## src/rtl/ski_pkg.sv

```systemverilog
// Types and constants of the sorted key intersection block
package ski_pkg;

    localparam int KEY_W       = 32;
    localparam int VALUE_W     = 64;
    localparam int MODE_W      = 2;
    localparam int MAX_RESULTS = 32;
    // match counter saturates at MAX_RESULTS + 1
    localparam int RES_W       = $clog2(MAX_RESULTS + 2);

    localparam logic [MODE_W-1:0] MODE_LOAD_FIRST  = 2'd0;
    localparam logic [MODE_W-1:0] MODE_LOAD_SECOND = 2'd1;
    localparam logic [MODE_W-1:0] MODE_RUN         = 2'd2;
    // spare code, ignored by the block
    localparam logic [MODE_W-1:0] MODE_UNUSED      = 2'd3;

    typedef struct packed {
        logic [MODE_W-1:0]  mode;
        logic [KEY_W-1:0]   key;
        logic [VALUE_W-1:0] value;
    } t_in_item;

    typedef struct packed {
        logic [KEY_W-1:0]   match_key;
        logic [VALUE_W-1:0] first_value;
        logic [VALUE_W-1:0] second_value;
        logic               matched;
        logic               last;
        logic               truncated;
    } t_out_item;

    // controller to datapath
    typedef struct packed {
        logic load_first;
        logic load_second;
        logic start;
        logic rewind;
        logic step;
        logic pass2;
        logic emit_marker;
        logic finish;
    } t_dp_cmd;

    // datapath to controller
    typedef struct packed {
        logic exhausted;
        logic key_eq;
        logic last_match;
        logic total_zero;
        logic out_free;
    } t_dp_status;

endpackage

```

## src/rtl/ski_ctrl.sv

```systemverilog
// Control state machine: load, count pass, emit pass, empty marker
module ski_ctrl (
    input  logic                          i_clk,
    input  logic                          i_rst_n,
    input  logic                          i_valid,
    input  logic [ski_pkg::MODE_W-1:0]    i_mode,
    input  ski_pkg::t_dp_status           i_status,
    output ski_pkg::t_dp_cmd              o_cmd,
    output logic                          o_stall
);

    typedef enum logic [1:0] {
        S_IDLE,
        S_PASS1,
        S_PASS2,
        S_MARKER
    } t_state;

    t_state           r_state;
    t_state           n_state;
    logic             r_busy;
    ski_pkg::t_dp_cmd cmd;

    // next state and command decode
    always_comb begin
        cmd     = '0;
        n_state = r_state;
        case (r_state)
            S_IDLE: begin
                if (i_valid) begin
                    case (i_mode)
                        ski_pkg::MODE_LOAD_FIRST:  cmd.load_first  = 1'b1;
                        ski_pkg::MODE_LOAD_SECOND: cmd.load_second = 1'b1;
                        ski_pkg::MODE_RUN: begin
                            cmd.start  = 1'b1;
                            cmd.rewind = 1'b1;
                            n_state    = S_PASS1;
                        end
                        default: ;
                    endcase
                end
            end
            // count matches without emitting
            S_PASS1: begin
                if (i_status.exhausted) begin
                    if (i_status.total_zero) begin
                        n_state = S_MARKER;
                    end else begin
                        cmd.rewind = 1'b1;
                        n_state    = S_PASS2;
                    end
                end else begin
                    cmd.step = 1'b1;
                end
            end
            // walk again and emit, one step whenever the output register can take it
            S_PASS2: begin
                if (i_status.exhausted) begin
                    cmd.finish = 1'b1;
                    n_state    = S_IDLE;
                end else if (i_status.out_free) begin
                    cmd.step  = 1'b1;
                    cmd.pass2 = 1'b1;
                    if (i_status.key_eq && i_status.last_match) begin
                        cmd.finish = 1'b1;
                        n_state    = S_IDLE;
                    end
                end
            end
            S_MARKER: begin
                if (i_status.out_free) begin
                    cmd.emit_marker = 1'b1;
                    cmd.finish      = 1'b1;
                    n_state         = S_IDLE;
                end
            end
            default: n_state = S_IDLE;
        endcase
    end

    always_ff @(posedge i_clk) begin
        if (!i_rst_n) begin
            r_state <= S_IDLE;
            r_busy  <= 1'b0;
        end else begin
            r_state <= n_state;
            r_busy  <= (n_state != S_IDLE);
        end
    end

    assign o_cmd   = cmd;
    assign o_stall = r_busy;

endmodule

```

## config.mk

```make
export PLATFORM = sky130hd
export DESIGN_NAME = ski_ctrl
export DESIGN_NICKNAME = d
export VERILOG_FILES = /design/src/rtl/ski_pkg.sv /design/src/rtl/ski_ctrl.sv
export SDC_FILE = /design/constraint.sdc
export NUM_CORES = 1
export LEC_CHECK = 0
export BUFFER_PORTS_ARGS = -buffer_cell sky130_fd_sc_hd__buf_4
export CAP_MARGIN = 15
export CORE_AREA = 2 2 39 41
export DETAILED_ROUTE_END_ITERATION = 6
export DIE_AREA = 0 0 41 43
export PLACE_DENSITY_LB_ADDON = 0.15
export SKIP_CTS_REPAIR_TIMING = 1
export SLEW_MARGIN = 20
export SYNTH_ARGS = -nofsm -noshare
export SYNTH_HDL_FRONTEND = slang
export SYNTH_SLANG_ARGS = --single-unit
```

## constraint.sdc

```tcl
create_clock -name i_clk -period 3.3 [get_ports i_clk]
set_input_delay 0.33 -clock i_clk [delete_from_list [all_inputs] [get_ports i_clk]]
set_output_delay 0.33 -clock i_clk [all_outputs]
set_load 0.1 [all_outputs]
```

==> results of run 1 <==
per-layer routing:
metal	share of wire	GRT usage	wire length, um
met4	0	0.0600	0
met5	0	0	0
met2	0.50	0.138	358
met1	0.44	0.131	315
met3	0.053	0.0157	38
registers in the layout, indices dropped and copies added, names as in the netlist:
register  count
r_state       2
o_stall       1
cell usage in the layout, fill, tap and decap left out, types with 2 or more instances in the layout:
| cell type | Yosys | layout |
|---|---|---|
| clkbuf_4 | 0 | 3 |
| buf_4 | 0 | 18 |
| and2_1 | 2 | 2 |
| ha_1 | 4 | 4 |
| nor3b_1 | 2 | 2 |
| inv_1 | 4 | 4 |
| nand2_1 | 4 | 4 |
| dfxtp_1 | 3 | 3 |
| a21oi_1 | 2 | 2 |
layout make-up:
cell class              count  share of cell area
flip-flops and latches      3               0.125
repair buffers             18               0.281
clock buffers               4              0.0545
inverters                   4              0.0312
well taps                  16              0.0416
multi-input cells          29               0.468
worst min-delay path by stage:
stage / end / slack [ns] / depth (start not counted)
3_3_place_gp: r_state[1]$_SDFF_PN0_ / 0.62 / 3
5_1_grt: r_state[1]$_SDFF_PN0_ / 0.36 / 3
3_5_place_dp: r_state[1]$_SDFF_PN0_ / 0.61 / 3
6_report: r_state[1]$_SDFF_PN0_ / 0.37 / 3
2_1_floorplan: r_state[0]$_SDFF_PN0_ / 0.47 / 2
4_1_cts: r_state[1]$_SDFF_PN0_ / 0.37 / 3
cells by family (layout without fill, tap and decap cells):
| logic type | after synthesis | count (layout) | share of synthesized area |
|---|---|---|---|
| buffers and inverters | 4 | 26 | 0.0500 |
| AND/OR/NAND/NOR | 14 | 14 | 0.292 |
| flip-flops | 3 | 3 | 0.200 |
| adder cells (fa/ha/maj) | 4 | 4 | 0.167 |
| multiplexers | 1 | 1 | 0.0375 |
| AO/OA/AOI/OAI | 10 | 10 | 0.254 |
power by group through the flow:
stage	sequential (mW)	clock [mW]	combinational [mW]
4_1_cts	0.0392	0.0637	0.0530
3_3_place_gp	0.0397	0	0.0533
3_5_place_dp	0.0397	0	0.0530
2_1_floorplan	0.0451	0	0.0293
5_1_grt	0.0393	0.0688	0.0561
6_report	0.0392	0.0614	0.0528
tightest hold or removal path: stages:
cell and delay [ns]:
buf_4 0.11, nand2_1 0.06, a311oi_2 0.04
==> impl_metrics.env, run 1 <==
export IMPL_overflow=0
export IMPL_design_area_um2=482
export IMPL_tns_ns=0
export IMPL_dpl_hpwl_um=604
export IMPL_cp_max_fo=5
export IMPL_syn_inst=36
export IMPL_crit_chain="inv_1 > ha_1 > a31o_1 > a22o_1 > buf_4"
export IMPL_power_frac_comb=0.344
export IMPL_syn_area_um2=300
export IMPL_ys_ff_latch=3
export IMPL_ys_flop_type="dfxtp_1"
export IMPL_antenna_found_initial=0
export IMPL_regToRegSetupSlack_ns=1.68
export IMPL_ys_types=22
export IMPL_die_w_um=41
export IMPL_root_buffer="clkbuf_4"
export IMPL_dp_cells=70
export IMPL_synth_async_reset_ratio=0
export IMPL_endpoint="o_cmd[0]"
export IMPL_place_gp_congestion=0.696
export IMPL_hp_start="i_rst_n"
export IMPL_clk_pin_slew_ns=0.04
export IMPL_core_um2=1380
export IMPL_hold_path_class="primary input to flip-flop"
export IMPL_drcViolationCount=0
export IMPL_antenna_cells=0
export IMPL_seq_area_frac_synth=0.200
export IMPL_p_sw_frac=0.349
export IMPL_critPathLaunch="r_state[0]$_SDFF_PN0_"
export IMPL_grt_max_degree=7
export IMPL_status="finished, final reports clean"
export IMPL_setup_slack_ns=1.40
export IMPL_area_growth_pct=60.4
export IMPL_critPathRequiredTime_ns=2.97
export IMPL_die_y_um=43
export IMPL_peakVddDrop_uv=85.0
export IMPL_clock_path_buffers=2
export IMPL_crit_arrival_ns=1.57
export IMPL_drtIter0Drc=4
export IMPL_ys_top_cells_by_count="ha_1 (4), inv_1 (4), nand2_1 (4)"
export IMPL_rr_endpoint="o_stall$_SDFF_PN0_"
export IMPL_vias=333
export IMPL_via_per_inst=4.50
export IMPL_power_leakage_nw=0.238
export IMPL_skew_ns=0.00321
export IMPL_hold_ws_ns=0.374
export IMPL_start_util=0.217
export IMPL_firstDrtPassIters=4
export IMPL_drive_gt1_frac=0.414
export IMPL_utilization=0.348
export IMPL_cap_viol_max_count=0
export IMPL_ys_warnings_count=0
export IMPL_worstSetupStartpointType="flip-flop"
export IMPL_critPathMaxStageDelay_ns=0.39
export IMPL_port_buffers=18
export IMPL_r2r_cells=7
export IMPL_path_delay_family="compound AO/OA/AOI/OAI gates"
export IMPL_fmax_ghz=0.526
export IMPL_fillers=159
export IMPL_ant_nets=0
export IMPL_cts_sinks=3
export IMPL_total_power_uw=153
export IMPL_synth_edff_count=0
export IMPL_crit_slowest_cell="dfxtp_1"
export IMPL_dieArea_um2=1760
export IMPL_cts_max_level=1
export IMPL_wl_um=712
export IMPL_multi_input_area_um2=225
export IMPL_numCtsBuffers=3
export IMPL_endpoint_kind="output port"
export IMPL_synth_top_cell_area_share=0.200
export IMPL_max_slew_margin=0.814
export IMPL_sequentialPowerShare=0.255
export IMPL_rsz0062_at_grt="no"
export IMPL_avgSynthCellArea_um2=8.34
export IMPL_tightest_slew_ns=0.281
export IMPL_cp_num_cells=5
export IMPL_p_int_uw=99.9
export IMPL_insertion_delay_ns=0.23
export IMPL_place_area_um2=455
export IMPL_power_frac_clock=0.400
export IMPL_tritoncts="done"
export IMPL_design_portCount=19
export IMPL_grt_use_total=0.0972
export IMPL_synthTopCellsByArea="dfxtp_1 (20%), ha_1 (17%), a311oi_2 (5.0%), inv_1 (5.0%), nand2_1 (5.0%)"
export IMPL_power_per_cell_area_nw_per_um2=318
export IMPL_regToRegStartpoint="r_state[0]$_SDFF_PN0_"
export IMPL_yosysTopAreaCell="dfxtp_1"
export IMPL_wire_per_inst_um=9.62
export IMPL_post_route_min_period_ns=1.90
export IMPL_grt_pass1_vias=301
export IMPL_rows=14
export IMPL_p_sw_uw=53.6
export IMPL_final_seq_area_um2=60.1
export IMPL_period_share=0.576
export IMPL_place_ws_ns=1.65
export IMPL_nets=73
export IMPL_hold_violations=0
export IMPL_worst_path_buf_inv=2
export IMPL_syn_nets=50
export IMPL_worst_setup_path_type="flip-flop to output port"
export IMPL_grt_first_pass_wirelength_mm=1.20
export IMPL_instances_no_fill=74
export IMPL_maxSlewViolCount=0
export IMPL_finalSetupViolCount=0
No activity file was read; power rests on OpenSTA's default activity.
==> run 2: changes to the inputs <==
==> constraint.sdc (replaced) <==
create_clock -name i_clk -period 1.6 [get_ports i_clk]
set_input_delay 0.16 -clock i_clk [delete_from_list [all_inputs] [get_ports i_clk]]
set_output_delay 0.16 -clock i_clk [all_outputs]
set_load 0.1 [all_outputs]
==> run 2 against run 1 <==
The run now ends with setup timing left; utilization rose by 10 points; clock skew fell by 0.0024 ns; combinational power rose to 2.6 times the previous value; non-clock buffer count rose by 2; routed wire length rose by 12%; global-route usage rose by 0.12 points; first-iteration DRC count rose by 50%; critical path depth did not move; hold slack got worse by 0.17 ns; die area did not move; sequential power rose by 110%; register-to-register slack got worse by 1.6 ns; critical endpoint unchanged; largest cell class unchanged; largest power group is now combinational cells; highest routed layer unchanged.
==> impl_metrics.env, run 2 (same netlist as run 1, synthesis figures left out) <==
export IMPL_rows=14
export IMPL_peakVddDrop_uv=367
export IMPL_clock_path_buffers=2
export IMPL_drive_gt1_frac=0.650
export IMPL_largest_reg_flops=2
export IMPL_drtIter0Drc=6
export IMPL_finalSetupViolCount=1
export IMPL_worst_setup_path_type="flip-flop to output port"
export IMPL_setup_slack_ns=-0.000160
export IMPL_clk_pin_slew_ns=0.04
export IMPL_grt_use_total=0.0984
export IMPL_hp_start="i_rst_n"
export IMPL_layout_common_cells="buf_4 (14), nand2_1 (4), clkbuf_4 (3), buf_12 (3)"
export IMPL_core_um2=1380
export IMPL_insertion_delay_ns=0.23
export IMPL_holdPathStages=3
export IMPL_overflow=0
export IMPL_hold_path_class="primary input to flip-flop"
export IMPL_power_leakage_nw=0.274
export IMPL_die_w_um=41
export IMPL_power_per_cell_area_nw_per_um2=554
export IMPL_period_share=1.00
export IMPL_grt_first_pass_wirelength_mm=1.21
export IMPL_grt_max_degree=7
export IMPL_cts_sinks=3
export IMPL_cts_max_level=1
export IMPL_p_int_uw=222
export IMPL_place_gp_congestion=0.703
export IMPL_status="finished with violations"
export IMPL_tightest_slew_ns=0.280
export IMPL_cap_viol_max_count=0
export IMPL_sequentialPowerShare=0.234
export IMPL_via_per_inst=4.61
export IMPL_p_sw_uw=125
export IMPL_total_power_uw=347
export IMPL_power_frac_comb=0.394
export IMPL_dpl_hpwl_um=673
export IMPL_power_frac_clock=0.372
export IMPL_critPathLaunch="r_state[0]$_SDFF_PN0_"
export IMPL_maxSlewViolCount=0
export IMPL_dieArea_um2=1760
export IMPL_place_area_um2=522
export IMPL_post_route_min_period_ns=1.60
export IMPL_p_sw_frac=0.361
export IMPL_wire_per_inst_um=10.5
export IMPL_violations="setup timing"
export IMPL_design_portCount=19
export IMPL_regToRegSetupSlack_ns=0.08
export IMPL_worstSetupStartpointType="flip-flop"
export IMPL_nets=75
export IMPL_firstDrtPassIters=4
export IMPL_die_y_um=43
export IMPL_mostFrequentLayoutCell="buf_4"
export IMPL_tritoncts="done"
export IMPL_crit_arrival_ns=1.44
export IMPL_whs_endpoint="r_state[1]$_SDFF_PN0_"
export IMPL_port_buffers=18
export IMPL_root_buffer="clkbuf_4"
export IMPL_antenna_found_initial=0
export IMPL_rsz0062_at_grt="yes"
export IMPL_ant_nets=0
export IMPL_max_slew_margin=0.815
export IMPL_critPathRequiredTime_ns=1.44
export IMPL_place_ws_ns=0.0457
export IMPL_skew_ns=0.000775
export IMPL_regMostFlops="r_state"
export IMPL_design_area_um2=626
export IMPL_drcViolationCount=0
export IMPL_regToRegStartpoint="r_state[0]$_SDFF_PN0_"
export IMPL_endpoint_kind="output port"
export IMPL_utilization=0.452
export IMPL_numCtsBuffers=3
export IMPL_wl_um=800
export IMPL_hold_violations=0
export IMPL_r2r_cells=7
export IMPL_vias=350
export IMPL_antenna_cells=0
export IMPL_area_growth_pct=108
export IMPL_cp_max_fo=5
export IMPL_rr_endpoint="o_stall$_SDFF_PN0_"
export IMPL_start_util=0.217
export IMPL_fmax_ghz=0.625
export IMPL_grt_pass1_vias=342
## run 2: cell types whose count changed in the layout (fill, tap and decap cells not counted), sizes merged
cell / before / now
clkinvlp: 0 / 1
inv: 4 / 3
buf: 18 / 20
## run 2: routing by layer
| layer | part of all wire | up-vias | wire length (um) | track usage |
|---|---|---|---|---|
| met5 | 0 | - | 0 | 0 |
| met4 | 0 | 0 | 0 | 0.0600 |
| met2 | 0.52 | 16 | 418 | 0.169 |
| met3 | 0.081 | 0 | 65 | 0 |
| li1 | - | 177 | - | - |
| met1 | 0.40 | 157 | 316 | 0.113 |
## run 2: worst max-delay path by stage
stage / endpoint
5_1_grt: o_cmd[0]
6_report: o_cmd[0]
3_5_place_dp: o_stall$_SDFF_PN0_
3_3_place_gp: o_stall$_SDFF_PN0_
2_1_floorplan: o_stall$_SDFF_PN0_
4_1_cts: o_cmd[0]
## run 2: area by class of cell
cell class	count	area, um2
inverters	4	23.8
repair buffers	20	203
flip-flops and latches	3	65.1
multi-input cells	29	288
fillers	156	758
well taps	16	20.0
clock buffers	4	26.3
## run 2: through the flow
step / instances / hold WS (ns) / setup TNS (ns)
3_3_place_gp: 71 / 0.429 / 0
3_5_place_dp: 71 / 0.435 / 0
2_1_floorplan: 36 / 0.289 / -0.699
5_1_grt: 76 / 0.203 / -0.161
6_report: 76 / 0.204 / -0.000160
4_1_cts: 75 / 0.191 / -0.298
## run 2: power by group through the flow
stage               Clock [mW]  Combinational (mW)  Sequential (mW)
floorplan                    0              0.0708           0.0936
global placement             0               0.126           0.0826
detailed placement           0               0.126           0.0827
CTS                      0.137               0.126           0.0816
global route             0.140               0.144           0.0817
finish                   0.129               0.137           0.0812
## run 2: worst max-delay path: stages, from the launching register on
cell and delay, ns:
dfxtp_4 0.37, inv_4 0.04, ha_2 0.19, a31o_1 0.21, a22o_2 0.22, buf_12 0.17
